===== src/design/ddo_pkg.sv =====
`timescale 1ns / 1ps

package ddo_pkg;

	// One odometry request: wheel speeds in signed Q8.8 m/s and the pose clear flag.
	typedef struct packed {
		logic signed [15:0] vel_left;
		logic signed [15:0] vel_right;
		logic               clear_pose;
	} ddo_in_t;

	// One pose update: Q16.16 position, binary-angle heading and the clip flag.
	typedef struct packed {
		logic signed [31:0] pos_x;
		logic signed [31:0] pos_y;
		logic signed [15:0] heading;
		logic               saturated;
	} ddo_out_t;

	// Sequencer states: multiply steps, CORDIC setup, rotations and pose update.
	typedef enum logic [3:0] {
		S_IDLE,
		S_M_SP,
		S_M_UL,
		S_M_UH,
		S_M_DI,
		S_M_DP,
		S_M_RL,
		S_M_RH,
		S_M_RA,
		S_PREP,
		S_ROT,
		S_FIN
	} ddo_state_t;

	// Configuration register indexes.
	localparam int unsigned REG_IDX_W = 1;
	localparam logic [REG_IDX_W-1:0] REG_PERIOD    = 1'b0;
	localparam logic [REG_IDX_W-1:0] REG_INV_TRACK = 1'b1;

	localparam logic [15:0] PERIOD_RESET    = 16'd6554;
	localparam logic [15:0] INV_TRACK_RESET = 16'd853;

	// Reciprocal CORDIC gain in Q1.30, split into two 15-bit halves for the multiplier.
	localparam logic [29:0] INV_GAIN    = 30'd652032874;
	localparam logic [14:0] INV_GAIN_LO = INV_GAIN[14:0];
	localparam logic [14:0] INV_GAIN_HI = INV_GAIN[29:15];

	// Radians to binary angle (32768/pi) in Q16.16, split the same way.
	localparam logic [29:0] RAD_TO_BAM    = 30'd683565276;
	localparam logic [14:0] RAD_TO_BAM_LO = RAD_TO_BAM[14:0];
	localparam logic [14:0] RAD_TO_BAM_HI = RAD_TO_BAM[29:15];

	// Angle constants with a full turn at 2^32.
	localparam logic signed [32:0] ANG_QUARTER = 33'sh040000000;
	localparam logic signed [32:0] ANG_HALF    = 33'sh080000000;

	// Arctangent of 2^-i in the same angle units.
	localparam int unsigned ATAN_ENTRIES = 24;
	localparam int unsigned ATAN_IDX_W   = 5;
	localparam logic [29:0] ATAN_TAB [ATAN_ENTRIES] = '{
		30'd536870912, 30'd316933406, 30'd167458907, 30'd85004756,
		30'd42667331,  30'd21354465,  30'd10680862,  30'd5340245,
		30'd2670163,   30'd1335087,   30'd667544,    30'd333772,
		30'd166886,    30'd83443,     30'd41722,     30'd20861,
		30'd10430,     30'd5215,      30'd2608,      30'd1304,
		30'd652,       30'd326,       30'd163,       30'd81
	};

endpackage


===== src/design/differential_drive_odometry.sv =====
// The datapath makes seven passes through one shared 33x16 multiplier and one CORDIC
// rotation per cycle in a single shared rotator. A new request is taken only in the idle
// state, once the previous result has entered the output register; a clear request skips
// the multiply and rotation states.
// Reset (arst_n low, asynchronous) zeroes the pose, restores the register defaults,
// and empties the output register.
`timescale 1ns / 1ps

module differential_drive_odometry #(
	parameter int unsigned CORDIC_STAGES = 16
) (
	input  logic                            clk,
	input  logic                            arst_n,
	input  logic                            cfg_we,
	input  logic [ddo_pkg::REG_IDX_W-1:0]   cfg_index,
	input  logic [15:0]                     cfg_data,
	input  logic                            in_valid,
	output logic                            in_ready,
	input  ddo_pkg::ddo_in_t                in_data,
	output logic                            out_valid,
	input  logic                            out_ready,
	output ddo_pkg::ddo_out_t               out_data
);
	import ddo_pkg::*;

	localparam int unsigned IW = (CORDIC_STAGES > 1) ? $clog2(CORDIC_STAGES) : 1;
	localparam logic [IW-1:0] LAST_STAGE = IW'(CORDIC_STAGES - 1);
	localparam int unsigned XW = 36;

	ddo_state_t state_q, state_d;

	logic [15:0] period_q;
	logic [15:0] inv_track_q;

	logic signed [31:0] pose_x_q;
	logic signed [31:0] pose_y_q;
	logic [15:0]        pose_h_q;

	logic               out_valid_q;
	ddo_out_t           out_q;

	logic               clr_q;
	logic signed [16:0] sum_q;
	logic signed [16:0] diff_q;
	logic signed [48:0] prod_q;
	logic signed [32:0] t_q;
	logic signed [63:0] acc_q;
	logic signed [33:0] u_q;

	logic signed [XW-1:0] x_q, y_q;
	logic signed [32:0]   z_q;
	logic [IW-1:0]        i_q;

	// Control outputs of the sequencer.
	logic               accept;
	logic               fin_fire;
	logic signed [32:0] mul_a;
	logic [15:0]        mul_b;

	// Shared multiplier: signed 33 bits by unsigned 16 bits.
	logic signed [49:0] mul_full;
	logic signed [48:0] mul_p;
	assign mul_full = mul_a * $signed({1'b0, mul_b});
	assign mul_p    = mul_full[48:0];

	logic signed [63:0] prod_ext;
	assign prod_ext = {{15{prod_q[48]}}, prod_q};

	// Midpoint heading for the rotation and its fold into the right half plane.
	logic [31:0]          mid;
	logic signed [32:0]   z_mid;
	logic signed [XW-1:0] u_ext;
	assign mid   = {pose_h_q, 16'h0000} + acc_q[48:17];
	assign z_mid = $signed({mid[31], mid});
	assign u_ext = {{(XW-34){u_q[33]}}, u_q};

	// One CORDIC rotation step.
	logic signed [XW-1:0] xs, ys;
	logic signed [32:0]   atan_v;
	assign xs     = x_q >>> i_q;
	assign ys     = y_q >>> i_q;
	assign atan_v = $signed({3'b000, ATAN_TAB[ATAN_IDX_W'(i_q)]});

	// Position update with clipping to the signed 32-bit range.
	logic signed [XW-1:0] dx_full, dy_full;
	logic signed [32:0]   sum_x, sum_y;
	logic                 ovf_x, ovf_y;
	logic signed [31:0]   new_x, new_y;
	logic [15:0]          new_h;
	assign dx_full = x_q >>> 9;
	assign dy_full = y_q >>> 9;
	assign sum_x   = {pose_x_q[31], pose_x_q} + dx_full[32:0];
	assign sum_y   = {pose_y_q[31], pose_y_q} + dy_full[32:0];
	assign ovf_x   = sum_x[32] != sum_x[31];
	assign ovf_y   = sum_y[32] != sum_y[31];
	assign new_x   = ovf_x ? (sum_x[32] ? 32'sh80000000 : 32'sh7fffffff) : sum_x[31:0];
	assign new_y   = ovf_y ? (sum_y[32] ? 32'sh80000000 : 32'sh7fffffff) : sum_y[31:0];
	assign new_h   = pose_h_q + acc_q[47:32];

	// Next state.
	always_comb begin
		state_d = state_q;
		case (state_q)
			S_IDLE: begin
				if (in_valid) begin
					state_d = in_data.clear_pose ? S_FIN : S_M_SP;
				end
			end
			S_M_SP: state_d = S_M_UL;
			S_M_UL: state_d = S_M_UH;
			S_M_UH: state_d = S_M_DI;
			S_M_DI: state_d = S_M_DP;
			S_M_DP: state_d = S_M_RL;
			S_M_RL: state_d = S_M_RH;
			S_M_RH: state_d = S_M_RA;
			S_M_RA: state_d = S_PREP;
			S_PREP: state_d = S_ROT;
			S_ROT: begin
				if (i_q == LAST_STAGE) begin
					state_d = S_FIN;
				end
			end
			S_FIN: begin
				if (!out_valid_q || out_ready) begin
					state_d = S_IDLE;
				end
			end
			default: state_d = S_IDLE;
		endcase
	end

	// Sequencer outputs: handshake and multiplier operand selection.
	always_comb begin
		in_ready = 1'b0;
		fin_fire = 1'b0;
		mul_a    = '0;
		mul_b    = '0;
		case (state_q)
			S_IDLE: in_ready = 1'b1;
			S_M_SP: begin
				mul_a = {{16{sum_q[16]}}, sum_q};
				mul_b = period_q;
			end
			S_M_UL: begin
				mul_a = prod_q[32:0];
				mul_b = {1'b0, INV_GAIN_LO};
			end
			S_M_UH: begin
				mul_a = t_q;
				mul_b = {1'b0, INV_GAIN_HI};
			end
			S_M_DI: begin
				mul_a = {{16{diff_q[16]}}, diff_q};
				mul_b = inv_track_q;
			end
			S_M_DP: begin
				mul_a = prod_q[32:0];
				mul_b = period_q;
			end
			S_M_RL: begin
				mul_a = prod_q[48:16];
				mul_b = {1'b0, RAD_TO_BAM_LO};
			end
			S_M_RH: begin
				mul_a = t_q;
				mul_b = {1'b0, RAD_TO_BAM_HI};
			end
			S_FIN: fin_fire = !out_valid_q || out_ready;
			default: ;
		endcase
	end

	assign accept    = in_valid && in_ready;
	assign out_valid = out_valid_q;
	assign out_data  = out_q;

	// Control state, configuration registers and the pose.
	always_ff @(posedge clk or negedge arst_n) begin
		if (!arst_n) begin
			state_q     <= S_IDLE;
			i_q         <= '0;
			out_valid_q <= 1'b0;
			period_q    <= PERIOD_RESET;
			inv_track_q <= INV_TRACK_RESET;
			pose_x_q    <= '0;
			pose_y_q    <= '0;
			pose_h_q    <= '0;
		end else begin
			state_q <= state_d;
			if (state_q == S_PREP) begin
				i_q <= '0;
			end else if (state_q == S_ROT) begin
				i_q <= i_q + 1'b1;
			end
			if (fin_fire) begin
				out_valid_q <= 1'b1;
			end else if (out_ready) begin
				out_valid_q <= 1'b0;
			end
			if (cfg_we) begin
				case (cfg_index)
					REG_PERIOD:    period_q    <= cfg_data;
					REG_INV_TRACK: inv_track_q <= cfg_data;
					default: ;
				endcase
			end
			if (fin_fire) begin
				if (clr_q) begin
					pose_x_q <= '0;
					pose_y_q <= '0;
					pose_h_q <= '0;
				end else begin
					pose_x_q <= new_x;
					pose_y_q <= new_y;
					pose_h_q <= new_h;
				end
			end
		end
	end

	// Datapath registers: operands, products, accumulator and CORDIC vector.
	always_ff @(posedge clk) begin
		if (accept) begin
			clr_q  <= in_data.clear_pose;
			sum_q  <= 17'(in_data.vel_left) + 17'(in_data.vel_right);
			diff_q <= 17'(in_data.vel_right) - 17'(in_data.vel_left);
		end
		case (state_q)
			S_M_SP: prod_q <= mul_p;
			S_M_UL: begin
				t_q    <= prod_q[32:0];
				prod_q <= mul_p;
			end
			S_M_UH: begin
				acc_q  <= prod_ext;
				prod_q <= mul_p;
			end
			S_M_DI: begin
				acc_q  <= acc_q + (prod_ext <<< 15);
				prod_q <= mul_p;
			end
			S_M_DP: begin
				u_q    <= acc_q[63:30];
				prod_q <= mul_p;
			end
			S_M_RL: begin
				t_q    <= prod_q[48:16];
				prod_q <= mul_p;
			end
			S_M_RH: begin
				acc_q  <= prod_ext;
				prod_q <= mul_p;
			end
			S_M_RA: acc_q <= acc_q + (prod_ext <<< 15);
			S_PREP: begin
				y_q <= '0;
				if (z_mid > ANG_QUARTER) begin
					x_q <= -u_ext;
					z_q <= z_mid - ANG_HALF;
				end else if (z_mid < -ANG_QUARTER) begin
					x_q <= -u_ext;
					z_q <= z_mid + ANG_HALF;
				end else begin
					x_q <= u_ext;
					z_q <= z_mid;
				end
			end
			S_ROT: begin
				if (!z_q[32]) begin
					x_q <= x_q - ys;
					y_q <= y_q + xs;
					z_q <= z_q - atan_v;
				end else begin
					x_q <= x_q + ys;
					y_q <= y_q - xs;
					z_q <= z_q + atan_v;
				end
			end
			default: ;
		endcase
	end

	// Result register.
	always_ff @(posedge clk) begin
		if (fin_fire) begin
			if (clr_q) begin
				out_q <= '0;
			end else begin
				out_q.pos_x     <= new_x;
				out_q.pos_y     <= new_y;
				out_q.heading   <= $signed(new_h);
				out_q.saturated <= ovf_x || ovf_y;
			end
		end
	end

	// A finished result never overwrites one that is still waiting.
	assert property (@(posedge clk) disable iff (!arst_n)
		fin_fire |-> (!out_valid_q || out_ready))
		else $error("result issued while output register was occupied");

	// Each finished result shows up on the output in the next cycle.
	assert property (@(posedge clk) disable iff (!arst_n)
		fin_fire |=> (out_valid && state_q == S_IDLE))
		else $error("finished result not presented");

	// The rotator always starts from the first stage.
	assert property (@(posedge clk) disable iff (!arst_n)
		(state_q == S_PREP) |=> (state_q == S_ROT && i_q == '0))
		else $error("rotation did not start at stage zero");

	// A motion request always enters the multiply sequence.
	assert property (@(posedge clk) disable iff (!arst_n)
		(accept && !in_data.clear_pose) |=> (state_q == S_M_SP))
		else $error("motion request skipped the multiply sequence");

	// The heading only changes when a result is issued.
	assert property (@(posedge clk) disable iff (!arst_n)
		!fin_fire |=> $stable(pose_h_q))
		else $error("heading changed outside of a pose update");

endmodule


===== config.mk =====
export PLATFORM = sky130hd
export DESIGN_NAME = differential_drive_odometry
export DESIGN_NICKNAME = d
export VERILOG_FILES = /design/src/design/ddo_pkg.sv /design/src/design/differential_drive_odometry.sv
export SDC_FILE = /design/constraint.sdc
export NUM_CORES = 2
export LEC_CHECK = 0
export ABC_AREA = 1
export BUFFER_PORTS_ARGS = -buffer_cell sky130_fd_sc_hd__buf_2
export CORE_ASPECT_RATIO = 0.9
export CORE_UTILIZATION = 59
export CTS_CLUSTER_DIAMETER = 80
export DETAILED_ROUTE_END_ITERATION = 10
export PLACE_DENSITY = 0.88
export SYNTH_ARGS = -nofsm -noshare
export SYNTH_HDL_FRONTEND = slang
export SYNTH_SLANG_ARGS = --single-unit

===== constraint.sdc =====
create_clock -name clk -period 9.2 [get_ports clk]
set_input_delay 0.92 -clock clk [delete_from_list [all_inputs] [get_ports clk]]
set_output_delay 0.92 -clock clk [all_outputs]
set_load 0.005 [all_outputs]

==> qor.txt <==
Synth top area share = 19.0%
Core box area = 102000 µm²
Hold/Removal Path Class = primary input to async pin
Slew Limit Headroom = 15.5%
Post-synthesis sequential area ratio = 24.0%
First-pass DRT Iterations = 7
Synth area leader = edfxtp_1
CP peak stage delay = 720 ps
Initial antenna violation count = 3
Clock Tree Buf Depth = 3
Max_cap viols = 0
Post-CTS Setup Inserts = 0
Die Area = 104000 µm²
Mapped Cells = 8240
Final Max Slew Viols = 0
Die Width = 341 µm
# H-tree levels = 2
Starting Density = 59.6%
First-pass GRT wire length = 303000 µm
Post-CTS Hold Fix Bufs = 0
Footprint of the multi-input gates = 40500 µm²
RD Place Congestion = 1.02
Synthesized Nets = 9204
Cts bufs inserted = 58
Clk slew on worst S/H paths = 70 ps
Fin. Hold Viols = 0
Worst Tran Pin Value = 1260 ps
Yosys warns = 0
Ant. Diodes = 0
Sink Count = 506
Number of vias per cell = 5.92
Critical Path RT = 9610 ps
I/O pins = 138
Ys flop type = edfxtp_1
CP Class = flop to flop
Mapped Avg Cell Area = 7.39 µm²
Port bufs = 137
Synth top area cells = edfxtp_1 19%, fa_1 17%, nand2_1 13%, ha_1 8.2%, inv_1 7.5%
Outcome = complete, no violations
DRC = 0
Tmin final = 8620 ps
Via Count = 57286
Area Overhead vs Synth = 6.40%
Flip-flop and latch area = 14600 µm²
Grt total ovfl = 0
Unrepaired setup endpoints after global routing = false
FILL cells = 8841
Crit share post-route = 93.7%
Worst skew pair latency = 680 ps
Post-synth EDFFs = 385
Crit-path max FO = 35
Endpoints failing setup = 0
CP top delay family = adder cells
Asr flop ratio synth = 23.9%
Row count = 111
CP Launch Type = flop
Setup TNS Final = 0 ps
Die height = 307 µm
Layout Nets = 9230
Slowest cell on crit path = fa_1
Vias in the first global route = 56017
DRT antenna net count = 0
Data arrival, critical path = 9030 ps
Gr usage total = 36.8%
CTS tree = done
Largest net degree at the start of global routing = 100
Setup clock skew after layout = 35.2 ps
Root buffer cell = clkbuf_16
Fmax = 0.116 GHz
Share of layout cells above drive strength 1 = 5.22%
Initial DRC Count = 6056
Worst path bufs/invs = 8
Distinct cell type count after synthesis = 63
Cts repair resizes = 0
Post-Route WL = 193000 µm
Crit. End Element = flop
Count of state elements after synthesis = 506
Average wire per standard cell = 20.0 µm
Post-DP HPWL = 152000 µm
Synth Cell Area = 60900 µm²
==> worst paths after layout <==
| check | from | depth (start not counted) | end | slack [ps] |
|---|---|---|---|---|
| max in group asynchronous | arst_n | 2 | i_q[0]$_DFFE_PN0N_ | 7570 |
| hold reg to reg | acc_q[52]$_DFFE_PP_ | 0 | u_q[22]$_DFFE_PP_ | 450 |
| setup / recovery | state_q[3]$_DFFE_PN0P_ | 28 | prod_q[48]$_DFFE_PP_ | 580 |
| setup reg to reg | state_q[3]$_DFFE_PN0P_ | 28 | prod_q[48]$_DFFE_PP_ | 580 |
| min in group clk | acc_q[52]$_DFFE_PP_ | 0 | u_q[22]$_DFFE_PP_ | 450 |
| hold / removal | arst_n | 1 | pose_x_q[28]$_DFFE_PN0P_ | 230 |
==> placed cells by master, fill, tap and decap left out, types with 12 or more instances in the layout <==
cell       netlist  final
nand2_1       2176   2175
inv_1         1217   1216
nor2_1         769    761
nand3_1        582    582
a21oi_1        514    513
fa_1           508    508
o21ai_0        429    427
ha_1           401    401
edfxtp_1       385    385
xor2_1         216    216
buf_2           61    136
xnor2_1        117    117
dfrtp_1        108    104
buf_4           15     87
clkbuf_16        0     59
a31oi_1         53     53
nor3_1          54     53
nand4_1         47     47
a21o_1          40     40
o21bai_1        35     35
nor4_1          31     31
o21ai_1         29     30
a221oi_1        29     29
o21a_1          27     27
o211ai_1        22     22
a21boi_0        20     20
or2_2           19     19
inv_2           13     13
dfstp_2         13     13
nand3b_1        12     12
==> kinds of logic (layout without fill, tap and decap cells) <==
logic type	after synthesis	in the layout	synth area share [%]
multiplexers	1	1	0.0164
AO/OA/AOI/OAI	1265	1265	11.6
AND/OR/NAND/NOR	3727	3727	25.0
XOR/XNOR	333	333	4.79
buffers and inverters	1499	1575	9.65
flip-flops	506	506	24.0
adder cells (fa/ha/maj)	909	909	24.9
==> worst reg2reg max path, delay by kind of cell, from the launching register on <==
family | cells | cell delay (ps)
adder cells (fa/ha/maj) | 7 | 3580
flip-flops | 1 | 550
AND/OR/NAND/NOR | 6 | 1650
XOR/XNOR | 1 | 130
AO/OA/AOI/OAI | 6 | 1190
buffers and inverters | 8 | 1310
==> sequential cells by signal (all words and copies together) (netlist names) <==
name / cells
z_q: 33
clr_q: 1
u_q: 34
y_q: 36
pose_h_q: 16
x_q: 36
period_q: 16
out_data: 81
acc_q: 49
i_q: 4
pose_x_q: 32
out_valid: 1
t_q: 33
state_q: 4
diff_q: 16
inv_track_q: 16
sum_q: 17
prod_q: 49
pose_y_q: 32
==> metrics by stage <==
stage | cells | utilization [%] | hold WS (ps) | setup WS (ps) | cell area, µm²
finish | 9672 | 63.5 | 229 | 577 | 64800
global route | 9672 | 63.5 | 267 | 244 | 64800
CTS | 9671 | 63.4 | 236 | 51.6 | 64800
detailed placement | 9561 | 61.5 | 456 | 80.6 | 62800
global placement | 9560 | 61.5 | 463 | 204 | 62800
floorplan | 8240 | - | 431 | 50.4 | 60900
==> layer usage <==
layer  vias up  part of all wire (%)  track usage (%)
met5         -                 0.017                0
met4         4                   7.3             22.3
met3       705                   9.4             6.00
met2      3160                    45             60.0
met1     26790                    38             46.0
li1      26627                     -                -
==> synthesized netlist by cell type (34+ instances only) <==
master       n
dfrtp_1    108
xor2_1     216
nor3_1      54
nand2_1   2176
buf_2       61
a21o_1      40
nand3_1    582
buf_1       34
a21oi_1    514
inv_1     1217
nor2_1     769
xnor2_1    117
edfxtp_1   385
a31oi_1     53
nand4_1     47
fa_1       508
o21bai_1    35
ha_1       401
o21ai_0    429
clkbuf_1   133
==> area by class of cell <==
class / instances / share of cell area [%]
Clock buffer: 72 / 2.45
Sequential cell: 506 / 22.6
Inverter: 1241 / 7.21
Multi-Input combinational cell: 6235 / 62.5
Tap cell: 1356 / 2.62
Timing Repair Buffer: 224 / 2.08
Clock inverter: 38 / 0.597
Power is not shown: default switching activity piles up to over one toggle a cycle in this logic, so the estimate is an artifact.
